--- src/design/ddo_pkg.sv ---
package ddo_pkg;

    localparam int POS_W     = 32;
    localparam int HEAD_W    = 19;
    localparam int DELTA_W   = 16;
    localparam int REG_W     = 16;
    localparam int WRAP_W    = 35;
    localparam int WRAP_STEPS = 15;
    localparam int ATAN_IDX_W = 5;
    localparam int ATAN_W    = 17;

    localparam logic [WRAP_W-1:0] PI_Q16      = WRAP_W'(205887);
    localparam logic [WRAP_W-1:0] TWO_PI_Q16  = WRAP_W'(411775);
    localparam logic [WRAP_W-1:0] WRAP_OFFSET = WRAP_W'(411775) << (WRAP_STEPS - 1);
    localparam logic signed [20:0] PI_Z       = 21'sd205887;
    localparam logic signed [20:0] HALF_PI_Z  = 21'sd102944;
    localparam logic signed [33:0] CORDIC_GAIN = 34'sd652032874;

    localparam logic REG_DIST_PER_DEG = 1'b0;
    localparam logic REG_INV_TRACK    = 1'b1;

    localparam logic [REG_W-1:0] DIST_PER_DEG_RESET = 16'd4003;
    localparam logic [REG_W-1:0] INV_TRACK_RESET    = 16'd4681;

    typedef enum logic [3:0] {
        S_IDLE,
        S_MUL1,
        S_TURN_LD,
        S_TURN,
        S_WRAP_LD,
        S_WRAP,
        S_CORD_LD,
        S_CORDIC,
        S_MOVE_LD,
        S_MOVE,
        S_UPD
    } t_state;

    typedef struct packed {
        logic load;
        logic step;
    } t_mul_ctl;

    function automatic logic [ATAN_W-1:0] atan_q16(input logic [ATAN_IDX_W-1:0] idx);
        logic [ATAN_W-1:0] v;
        case (idx)
            5'd0:  v = 17'd51472;
            5'd1:  v = 17'd30386;
            5'd2:  v = 17'd16055;
            5'd3:  v = 17'd8150;
            5'd4:  v = 17'd4091;
            5'd5:  v = 17'd2047;
            5'd6:  v = 17'd1024;
            5'd7:  v = 17'd512;
            5'd8:  v = 17'd256;
            5'd9:  v = 17'd128;
            5'd10: v = 17'd64;
            5'd11: v = 17'd32;
            5'd12: v = 17'd16;
            5'd13: v = 17'd8;
            5'd14: v = 17'd4;
            5'd15: v = 17'd2;
            5'd16: v = 17'd1;
            default: v = 17'd0;
        endcase
        return v;
    endfunction

endpackage

--- src/design/ddo_smul.sv ---
module ddo_smul #(
    parameter int AW = 16,
    parameter int BW = 16,
    parameter bit B_SIGNED = 1'b0
) (
    input  logic                        i_clk,
    input  logic                        i_rst_n,
    input  ddo_pkg::t_mul_ctl           i_ctl,
    input  logic signed [AW-1:0]        i_a,
    input  logic [BW-1:0]               i_b,
    output logic signed [AW+BW-1:0]     o_prod
);
    localparam int PW = AW + BW;
    localparam int IW = $clog2(BW);

    logic signed [PW-1:0] r_a;
    logic [BW-1:0]        r_b;
    logic signed [PW-1:0] r_acc;
    logic [IW-1:0]        r_idx;
    logic                 last;

    assign last = (r_idx == IW'(BW - 1));

    always_ff @(posedge i_clk) begin
        if (!i_rst_n) begin
            r_idx <= '0;
        end else if (i_ctl.load) begin
            r_idx <= '0;
        end else if (i_ctl.step) begin
            r_idx <= r_idx + 1'b1;
        end
    end

    // one multiplier bit per cycle while step is high, sign bit weighs negative when signed
    always_ff @(posedge i_clk) begin
        if (i_ctl.load) begin
            r_a   <= {{BW{i_a[AW-1]}}, i_a};
            r_b   <= i_b;
            r_acc <= '0;
        end else if (i_ctl.step) begin
            if (r_b[0]) begin
                if (B_SIGNED && last) begin
                    r_acc <= r_acc - r_a;
                end else begin
                    r_acc <= r_acc + r_a;
                end
            end
            r_a <= r_a <<< 1;
            r_b <= r_b >> 1;
        end
    end

    assign o_prod = r_acc;
endmodule

--- src/design/differential_drive_odometry.sv ---
// one request is processed at a time by the bit-serial multipliers (16 + 16 + 32 steps),
//   the 15-step heading wrap and the CORDIC loop; a new request is accepted only after
//   the previous result has been loaded into the output register
// a finished result waits in the output register while the next item is accepted
// reset (synchronous, active low) clears the pose and restores both registers
module differential_drive_odometry #(
    parameter int CORDIC_ITERATIONS = 16
) (
    input  logic               i_clk,
    input  logic               i_rst_n,
    input  logic               psel,
    input  logic               penable,
    input  logic               pwrite,
    input  logic [2:0]         paddr,
    input  logic [31:0]        pwdata,
    output logic [31:0]        prdata,
    output logic               pready,
    input  logic               i_valid,
    output logic               o_ready,
    input  logic signed [15:0] i_left_delta,
    input  logic signed [15:0] i_right_delta,
    output logic               o_valid,
    input  logic               i_ready,
    output logic signed [31:0] o_pose_x,
    output logic signed [31:0] o_pose_y,
    output logic signed [18:0] o_pose_heading
);
    localparam int MAX_STEPS = (CORDIC_ITERATIONS > 32) ? CORDIC_ITERATIONS : 32;
    localparam int CNT_W = $clog2(MAX_STEPS);
    localparam int WW = ddo_pkg::WRAP_W;

    ddo_pkg::t_state r_state, n_state;
    logic [CNT_W-1:0] r_cnt;
    logic             cnt_clr;

    logic [15:0] r_dist_per_deg, r_inv_track;

    ddo_pkg::t_mul_ctl ctl_mul1, ctl_turn, ctl_move;

    logic signed [31:0] prod_l, prod_r;
    logic signed [48:0] prod_turn;
    logic signed [63:0] prod_mx, prod_my;

    logic signed [31:0] r_travel;
    logic signed [32:0] diff_lr;
    logic [WW-1:0] r_rem_nh, r_rem_mid, r_div;
    logic signed [18:0] r_nh;
    logic signed [33:0] r_cx, r_cy;
    logic signed [20:0] r_cz;
    logic               r_flip;
    logic signed [31:0] sin_op, cos_op;
    logic signed [31:0] r_pos_x, r_pos_y;
    logic signed [18:0] r_heading;
    logic               r_ovalid;

    // configuration port
    assign pready = 1'b1;
    assign prdata = (paddr[2] == ddo_pkg::REG_INV_TRACK) ? {16'd0, r_inv_track}
                                                          : {16'd0, r_dist_per_deg};

    always_ff @(posedge i_clk) begin
        if (!i_rst_n) begin
            r_dist_per_deg <= ddo_pkg::DIST_PER_DEG_RESET;
            r_inv_track    <= ddo_pkg::INV_TRACK_RESET;
        end else if (psel && penable && pwrite && pready) begin
            case (paddr[2])
                ddo_pkg::REG_DIST_PER_DEG: r_dist_per_deg <= pwdata[15:0];
                ddo_pkg::REG_INV_TRACK:    r_inv_track    <= pwdata[15:0];
                default: ;
            endcase
        end
    end

    // next state
    always_comb begin
        n_state = r_state;
        case (r_state)
            ddo_pkg::S_IDLE:    if (i_valid) n_state = ddo_pkg::S_MUL1;
            ddo_pkg::S_MUL1:    if (r_cnt == CNT_W'(15)) n_state = ddo_pkg::S_TURN_LD;
            ddo_pkg::S_TURN_LD: n_state = ddo_pkg::S_TURN;
            ddo_pkg::S_TURN:    if (r_cnt == CNT_W'(15)) n_state = ddo_pkg::S_WRAP_LD;
            ddo_pkg::S_WRAP_LD: n_state = ddo_pkg::S_WRAP;
            ddo_pkg::S_WRAP: begin
                if (r_cnt == CNT_W'(ddo_pkg::WRAP_STEPS - 1)) n_state = ddo_pkg::S_CORD_LD;
            end
            ddo_pkg::S_CORD_LD: n_state = ddo_pkg::S_CORDIC;
            ddo_pkg::S_CORDIC: begin
                if (r_cnt == CNT_W'(CORDIC_ITERATIONS - 1)) n_state = ddo_pkg::S_MOVE_LD;
            end
            ddo_pkg::S_MOVE_LD: n_state = ddo_pkg::S_MOVE;
            ddo_pkg::S_MOVE:    if (r_cnt == CNT_W'(31)) n_state = ddo_pkg::S_UPD;
            ddo_pkg::S_UPD:     if (!r_ovalid || i_ready) n_state = ddo_pkg::S_IDLE;
            default:            n_state = ddo_pkg::S_IDLE;
        endcase
    end

    // outputs of the sequencer
    always_comb begin
        o_ready  = 1'b0;
        cnt_clr  = 1'b0;
        ctl_mul1 = '0;
        ctl_turn = '0;
        ctl_move = '0;
        case (r_state)
            ddo_pkg::S_IDLE: begin
                o_ready       = 1'b1;
                cnt_clr       = 1'b1;
                ctl_mul1.load = 1'b1;
            end
            ddo_pkg::S_MUL1:    ctl_mul1.step = 1'b1;
            ddo_pkg::S_TURN_LD: begin
                cnt_clr       = 1'b1;
                ctl_turn.load = 1'b1;
            end
            ddo_pkg::S_TURN:    ctl_turn.step = 1'b1;
            ddo_pkg::S_WRAP_LD: cnt_clr = 1'b1;
            ddo_pkg::S_CORD_LD: cnt_clr = 1'b1;
            ddo_pkg::S_MOVE_LD: begin
                cnt_clr       = 1'b1;
                ctl_move.load = 1'b1;
            end
            ddo_pkg::S_MOVE:    ctl_move.step = 1'b1;
            default: ;
        endcase
    end

    always_ff @(posedge i_clk) begin
        if (!i_rst_n) begin
            r_state <= ddo_pkg::S_IDLE;
            r_cnt   <= '0;
        end else begin
            r_state <= n_state;
            r_cnt   <= cnt_clr ? '0 : r_cnt + 1'b1;
        end
    end

    ddo_smul #(.AW(16), .BW(16), .B_SIGNED(1'b0)) u_mul_l (
        .i_clk(i_clk), .i_rst_n(i_rst_n), .i_ctl(ctl_mul1),
        .i_a(i_left_delta), .i_b(r_dist_per_deg), .o_prod(prod_l));

    ddo_smul #(.AW(16), .BW(16), .B_SIGNED(1'b0)) u_mul_r (
        .i_clk(i_clk), .i_rst_n(i_rst_n), .i_ctl(ctl_mul1),
        .i_a(i_right_delta), .i_b(r_dist_per_deg), .o_prod(prod_r));

    assign diff_lr = 33'(prod_r) - 33'(prod_l);

    ddo_smul #(.AW(33), .BW(16), .B_SIGNED(1'b0)) u_mul_turn (
        .i_clk(i_clk), .i_rst_n(i_rst_n), .i_ctl(ctl_turn),
        .i_a(diff_lr), .i_b(r_inv_track), .o_prod(prod_turn));

    ddo_smul #(.AW(32), .BW(32), .B_SIGNED(1'b1)) u_mul_x (
        .i_clk(i_clk), .i_rst_n(i_rst_n), .i_ctl(ctl_move),
        .i_a(r_travel), .i_b(sin_op), .o_prod(prod_mx));

    ddo_smul #(.AW(32), .BW(32), .B_SIGNED(1'b1)) u_mul_y (
        .i_clk(i_clk), .i_rst_n(i_rst_n), .i_ctl(ctl_move),
        .i_a(r_travel), .i_b(cos_op), .o_prod(prod_my));

    // datapath
    logic signed [32:0] sum_lr;
    logic signed [32:0] turn;
    logic signed [WW-1:0] init_nh, init_mid;
    logic signed [20:0] mid, nh_wide;
    logic signed [33:0] cdx, cdy;
    logic signed [20:0] catan;
    logic signed [33:0] move_x, move_y;
    logic signed [34:0] next_x, next_y;

    assign sum_lr   = 33'(prod_l) + 33'(prod_r);
    assign turn     = prod_turn[48:16];
    // offset by a multiple of two pi keeps the remainder input non-negative
    assign init_nh  = WW'(r_heading) + WW'(turn) + $signed(ddo_pkg::PI_Q16)
                    + $signed(ddo_pkg::WRAP_OFFSET);
    assign init_mid = WW'(r_heading) + WW'(turn >>> 1) + $signed(ddo_pkg::PI_Q16)
                    + $signed(ddo_pkg::WRAP_OFFSET);
    assign mid      = $signed(21'(r_rem_mid)) - ddo_pkg::PI_Z;
    assign nh_wide  = $signed(21'(r_rem_nh)) - ddo_pkg::PI_Z;
    assign cdx      = r_cy >>> r_cnt;
    assign cdy      = r_cx >>> r_cnt;
    assign catan    = $signed(21'(ddo_pkg::atan_q16(ddo_pkg::ATAN_IDX_W'(r_cnt))));
    assign move_x   = prod_mx[63:30];
    assign move_y   = prod_my[63:30];
    assign next_x   = 35'(r_pos_x) - 35'(move_x);
    assign next_y   = 35'(r_pos_y) + 35'(move_y);

    function automatic logic signed [31:0] sat32(input logic signed [34:0] v);
        logic signed [31:0] res;
        if (v > 35'sd2147483647) begin
            res = 32'sh7fffffff;
        end else if (v < -35'sd2147483648) begin
            res = 32'sh80000000;
        end else begin
            res = v[31:0];
        end
        return res;
    endfunction

    always_ff @(posedge i_clk) begin
        case (r_state)
            ddo_pkg::S_TURN_LD: r_travel <= sum_lr[32:1];
            ddo_pkg::S_WRAP_LD: begin
                r_rem_nh  <= init_nh;
                r_rem_mid <= init_mid;
                r_div     <= ddo_pkg::WRAP_OFFSET;
            end
            ddo_pkg::S_WRAP: begin
                // restoring remainder, one quotient bit per cycle
                if (r_rem_nh >= r_div) r_rem_nh <= r_rem_nh - r_div;
                if (r_rem_mid >= r_div) r_rem_mid <= r_rem_mid - r_div;
                r_div <= r_div >> 1;
            end
            ddo_pkg::S_CORD_LD: begin
                r_nh <= nh_wide[18:0];
                r_cx <= ddo_pkg::CORDIC_GAIN;
                r_cy <= '0;
                if (mid > ddo_pkg::HALF_PI_Z) begin
                    r_cz   <= mid - ddo_pkg::PI_Z;
                    r_flip <= 1'b1;
                end else if (mid < -ddo_pkg::HALF_PI_Z) begin
                    r_cz   <= mid + ddo_pkg::PI_Z;
                    r_flip <= 1'b1;
                end else begin
                    r_cz   <= mid;
                    r_flip <= 1'b0;
                end
            end
            ddo_pkg::S_CORDIC: begin
                if (r_cz >= 0) begin
                    r_cx <= r_cx - cdx;
                    r_cy <= r_cy + cdy;
                    r_cz <= r_cz - catan;
                end else begin
                    r_cx <= r_cx + cdx;
                    r_cy <= r_cy - cdy;
                    r_cz <= r_cz + catan;
                end
            end
            ddo_pkg::S_MOVE_LD: ;
            default: ;
        endcase
    end

    // trig operands settle at the end of the cordic loop, ahead of the move load
    assign sin_op = r_flip ? 32'(-r_cy) : 32'(r_cy);
    assign cos_op = r_flip ? 32'(-r_cx) : 32'(r_cx);

    always_ff @(posedge i_clk) begin
        if (!i_rst_n) begin
            r_pos_x   <= '0;
            r_pos_y   <= '0;
            r_heading <= '0;
            r_ovalid  <= 1'b0;
        end else begin
            if (r_state == ddo_pkg::S_UPD && (!r_ovalid || i_ready)) begin
                r_pos_x   <= sat32(next_x);
                r_pos_y   <= sat32(next_y);
                r_heading <= r_nh;
                r_ovalid  <= 1'b1;
            end else if (r_ovalid && i_ready) begin
                r_ovalid <= 1'b0;
            end
        end
    end

    assign o_valid        = r_ovalid;
    assign o_pose_x       = r_pos_x;
    assign o_pose_y       = r_pos_y;
    assign o_pose_heading = r_heading;

    a_busy_not_ready: assert property (@(posedge i_clk) disable iff (!i_rst_n)
        (r_state != ddo_pkg::S_IDLE) |-> !o_ready)
        else $error("input ready while busy");

    a_accept_starts: assert property (@(posedge i_clk) disable iff (!i_rst_n)
        (i_valid && o_ready) |=> (r_state == ddo_pkg::S_MUL1))
        else $error("accepted request did not start multiply");

    a_result_from_upd: assert property (@(posedge i_clk) disable iff (!i_rst_n)
        $rose(o_valid) |-> ($past(r_state) == ddo_pkg::S_UPD))
        else $error("result valid without update");

    a_heading_range: assert property (@(posedge i_clk) disable iff (!i_rst_n)
        (r_heading <= 19'sd205887) && (r_heading >= -19'sd205887))
        else $error("heading out of wrap range");
endmodule

--- config.mk ---
export PLATFORM = sky130hd
export DESIGN_NAME = differential_drive_odometry
export DESIGN_NICKNAME = d
export VERILOG_FILES = /design/src/design/ddo_pkg.sv /design/src/design/ddo_smul.sv /design/src/design/differential_drive_odometry.sv
export SDC_FILE = /design/constraint.sdc
export NUM_CORES = 2
export LEC_CHECK = 0
export CAP_MARGIN = 25
export CORE_UTILIZATION = 45
export CTS_CLUSTER_DIAMETER = 40
export DETAILED_ROUTE_END_ITERATION = 16
export DONT_BUFFER_PORTS = 1
export HOLD_SLACK_MARGIN = 0.15
export PLACE_DENSITY_LB_ADDON = 0.2
export SYNTH_ARGS = -nofsm -noshare
export SYNTH_HDL_FRONTEND = slang
export SYNTH_SLANG_ARGS = --single-unit
--- constraint.sdc ---
create_clock -name i_clk -period 15.4 [get_ports i_clk]
set_input_delay 4.62 -clock i_clk [delete_from_list [all_inputs] [get_ports i_clk]]
set_output_delay 4.62 -clock i_clk [all_outputs]
set_load 0.02 [all_outputs]
==> summary.md <==
| Metric | Value |
|---|---|
| Status | `complete, no violations` |
| Unique masters post-synth | `108` |
| Slew HR | `27.6%` |
| Worst hold path depth | `2` |
| Clock buffers created by TritonCTS | `180` |
| Post-synth EDFFs | `517` |
| FFs w/ async S/R, synth | `0%` |
| Clk pin slew, worst setup/hold paths | `40 ps` |
| Seq/Total Area, Yosys | `30.9%` |
| Largest fanout on the critical path | `19` |
| CP endpoint kind | `primary output` |
| # DRC | `0` |
| # hold bufs at CTS | `0` |
| M3 GR Usage | `3.52%` |
| M1 GR Usage | `31.3%` |
| Fin crit share | `62.5%` |
| R2R cell count | `25` |
| Top Usage Layer GRT | `met2` |
| Synth Warn # | `0` |
| Area leader, netlist | `edfxtp_1` |
| Fmax | `104 MHz` |
| Largest delay share family, worst path | `multiplexers` |
| Post-CTS setup buffers | `0` |
| Vias | `64700` |
| Slack of the critical path | `5770 ps` |
| Critical path depth | `1` |
| Share of the synthesized area in the top cell type | `20.5%` |
| Hold Violations, Final | `0` |
| Largest cells by area after synthesis | `edfxtp_1 21%, ha_1 11%, dfxtp_1 10%, nand2_1 7.0%, xnor2_1 5.9%` |
| RSZ-0062 raised after global routing | `false` |
| Die X | `412 um` |
| First-pass GRT wire length | `334000 um` |
| HP Class | `reg -> reg` |
| Area delta synth->final | `10.8%` |
| Critical path class | `in -> out` |
| Initial DRC Count | `4514` |
| Vias in the first global route | `61700` |
| Final setup viols | `0` |
| Layout net count | `9644` |
| Gr usage total | `24.2%` |
| Longest Clk Path Bufs | `3` |
| Die H | `412 um` |
| Post-place setup slack | `5770 ps` |
| Core area | `167000 sq um` |
| Number of routed nets with antenna violations | `0` |
| Post-DR vias/cell | `5.75` |
| Fraction of layout cells with a size suffix above 1 | `7.11%` |
| Buffers & Inverters on Critical Path | `0` |
| Final Critical Period | `9630 ps` |
| Final global-route overflow total | `0` |
| Mapped Cells | `9074` |
| Starting Density | `45.3%` |
| Post-Syn Area | `75600 sq um` |
| Sinks on the clock net | `909` |
| TNS Setup | `0 ps` |
| Syn avg cell area | `8.33 sq um` |
| Die area | `170000 sq um` |
| H-tree levels | `4` |
| Top Ports | `192` |
| CP max-delay cell | `mux2_2` |
| Maxcap violations | `0` |
| CTS tree | `built` |
| Slowest cell delay on critical path | `380 ps` |
| Leakage | `0.0353 uW` |
| WP data required | `10780 ps` |
| DR pass1 iterations | `6` |
| FF+latch count, synth | `909` |
| Setup crit start kind | `input port` |
| Largest net degree at the start of global routing | `148` |
| Final worst clock skew | `46.1 ps` |
| WL/cell | `18.7 um` |
| Pwr dens | `161 nW/um^2` |
| Final Max Slew Viols | `0` |
| Worst-Margin Slew | `1060 ps` |
| Peak VDD IR | `0.156 mV` |
| Cell Chain, Critical Path | `mux2_2` |
| Post-CTS Resized | `0` |
| Met2 Track Usage GR | `41.2%` |
| Most used DFF post-synth | `edfxtp_1` |
| Antenna violations before repair | `13` |
| # port buffers | `0` |
| Hpwl dp | `156000 um` |
| Skew-Pair Late Insertion Delay | `820 ps` |
| Root buffer cell | `clkbuf_16` |
| Drt total wl | `210000 um` |
| Final Wtd Congestion | `0.948` |
| Site row count | `150` |
| Worst EP arrival | `5010 ps` |
==> synth_stat cells (22+ instances only) <==
cell and count:
a211oi_1 78, a21boi_0 72, a21o_1 342, a21oi_1 845
a31oi_1 70, and2_1 53, and3_1 61, and4_1 22
buf_1 53, buf_2 25, clkbuf_1 341, dfxtp_1 392
edfxtp_1 517, ha_1 666, inv_1 405, mux2_2 41
mux2i_1 80, mux4_2 91, nand2_1 1409, nand2b_1 114
nand3_1 168, nand4_1 69, nor2_1 655, nor2b_1 88
nor3_1 155, nor3b_1 26, nor4_1 30, o211ai_1 37
o21a_1 81, o21ai_0 592, o21bai_1 101, o31ai_1 87
o41ai_1 27, or2_2 44, or3_1 62, or4_1 26
xnor2_1 512, xor2_1 284
==> per-layer routing <==
| layer | vias up | routed length [um] |
|---|---|---|
| li1 | 32200 | - |
| met1 | 30600 | 92900 |
| met2 | 1544 | 100000 |
| met3 | 387 | 10600 |
| met4 | 6 | 6560 |
| met5 | - | 35 |
==> final timing paths <==
check	startpoint	to	slack, ps
worst max register to register	r_cnt[1]	r_cy[33]	7320
worst max-delay path	paddr[2]	prdata[9]	5770
worst min-delay path	u_mul_x.o_prod[21]	u_mul_x.o_prod[21]	450
worst min register to register	u_mul_x.o_prod[21]	u_mul_x.o_prod[21]	450
==> final cells by class <==
class / count / area, sq um
multi-input combinational: 7325 / 49000
clock buffer: 220 / 4980
timing repair buffer: 63 / 523
fill: 15800 / 83200
antenna: 1 / 2.50
tap: 2204 / 2760
sequential: 909 / 23400
clock inverter: 120 / 1590
inverter: 409 / 1540
==> cells in the final DEF (no fill, tap or decap), drive strengths merged, types with 168 or more instances in the layout <==
cell type / netlist / final
clkbuf: 341 / 220
xnor2: 512 / 512
nor2: 657 / 657
a21oi: 846 / 846
o21ai: 603 / 603
edfxtp: 517 / 517
inv: 407 / 450
nand3: 168 / 168
ha: 666 / 666
nand2: 1409 / 1409
a21o: 342 / 342
dfxtp: 392 / 392
xor2: 284 / 284
==> power by group <==
| part | switching [uW] | internal, uW | leakage, uW |
|---|---|---|---|
| Combinational | 3380 | 2300 | 0.0242 |
| Sequential | 411 | 3190 | 0.00794 |
| Clock | 1460 | 2760 | 0.00321 |
==> state kept, by name, indices dropped and copies added (netlist names), 19 cells and up <==
signal             count
u_mul_x.o_prod        64
u_mul_y.o_prod        64
u_mul_y.r_a           62
u_mul_turn.o_prod     49
u_mul_turn.r_a        49
r_rem_mid             35
r_rem_nh              35
r_cx                  34
r_cy                  34
r_div                 33
o_pose_x              32
o_pose_y              32
r_travel              32
u_mul_l.o_prod        32
u_mul_l.r_a           32
u_mul_r.o_prod        32
u_mul_r.r_a           32
u_mul_x.r_b           32
u_mul_y.r_b           32
r_cz                  21
o_pose_heading        19
r_nh                  19
==> cell families (layout without fill, tap and decap cells) <==
kind of cell,after synthesis,after routing,share of synthesized area (%)
AOI/OAI and AO/OA,2574,2574,21.2
xor gates and xnor gates,796,796,9.22
adders and majority gates,682,682,11.4
buffers and inverters,855,812,4.48
DFF,909,909,30.9
muxes,220,220,4.61
other,2,18,0.00993
and+or+nand+nor,3036,3036,18.1
==> metrics by stage <==
stage	instances	utilization (%)	total power, uW	cell area, sq um	hold slack, ps
after detailed placement	10900	46.2	9280	77200	448
after global routing	11300	50.2	14400	83800	468
after floorplan	9089	-	7910	75700	436
final	11300	50.2	13500	83800	452
after CTS	11200	50.1	13600	83700	456
after global placement	10900	46.2	9180	77100	442
==> worst reg2reg max path, stage by stage (launching register included) <==
cell	delay, ps
dfxtp_4	730
buf_4	800
mux4_1	720
nand2_1	100
a21oi_1	70
a21oi_1	520
mux2_2	300
ha_1	170
inv_1	50
or4_1	550
nand2b_1	190
or2_1	320
o21a_1	260
nor2_1	140
xor2_1	170
ha_1	310
a211oi_1	230
nand2_1	100
o41ai_1	560
o21ai_0	300
and4_1	290
o21ai_0	270
o21ai_0	210
a31oi_1	250
xnor2_1	140
nor2_1	50
(Power assumes the default switching activity.)
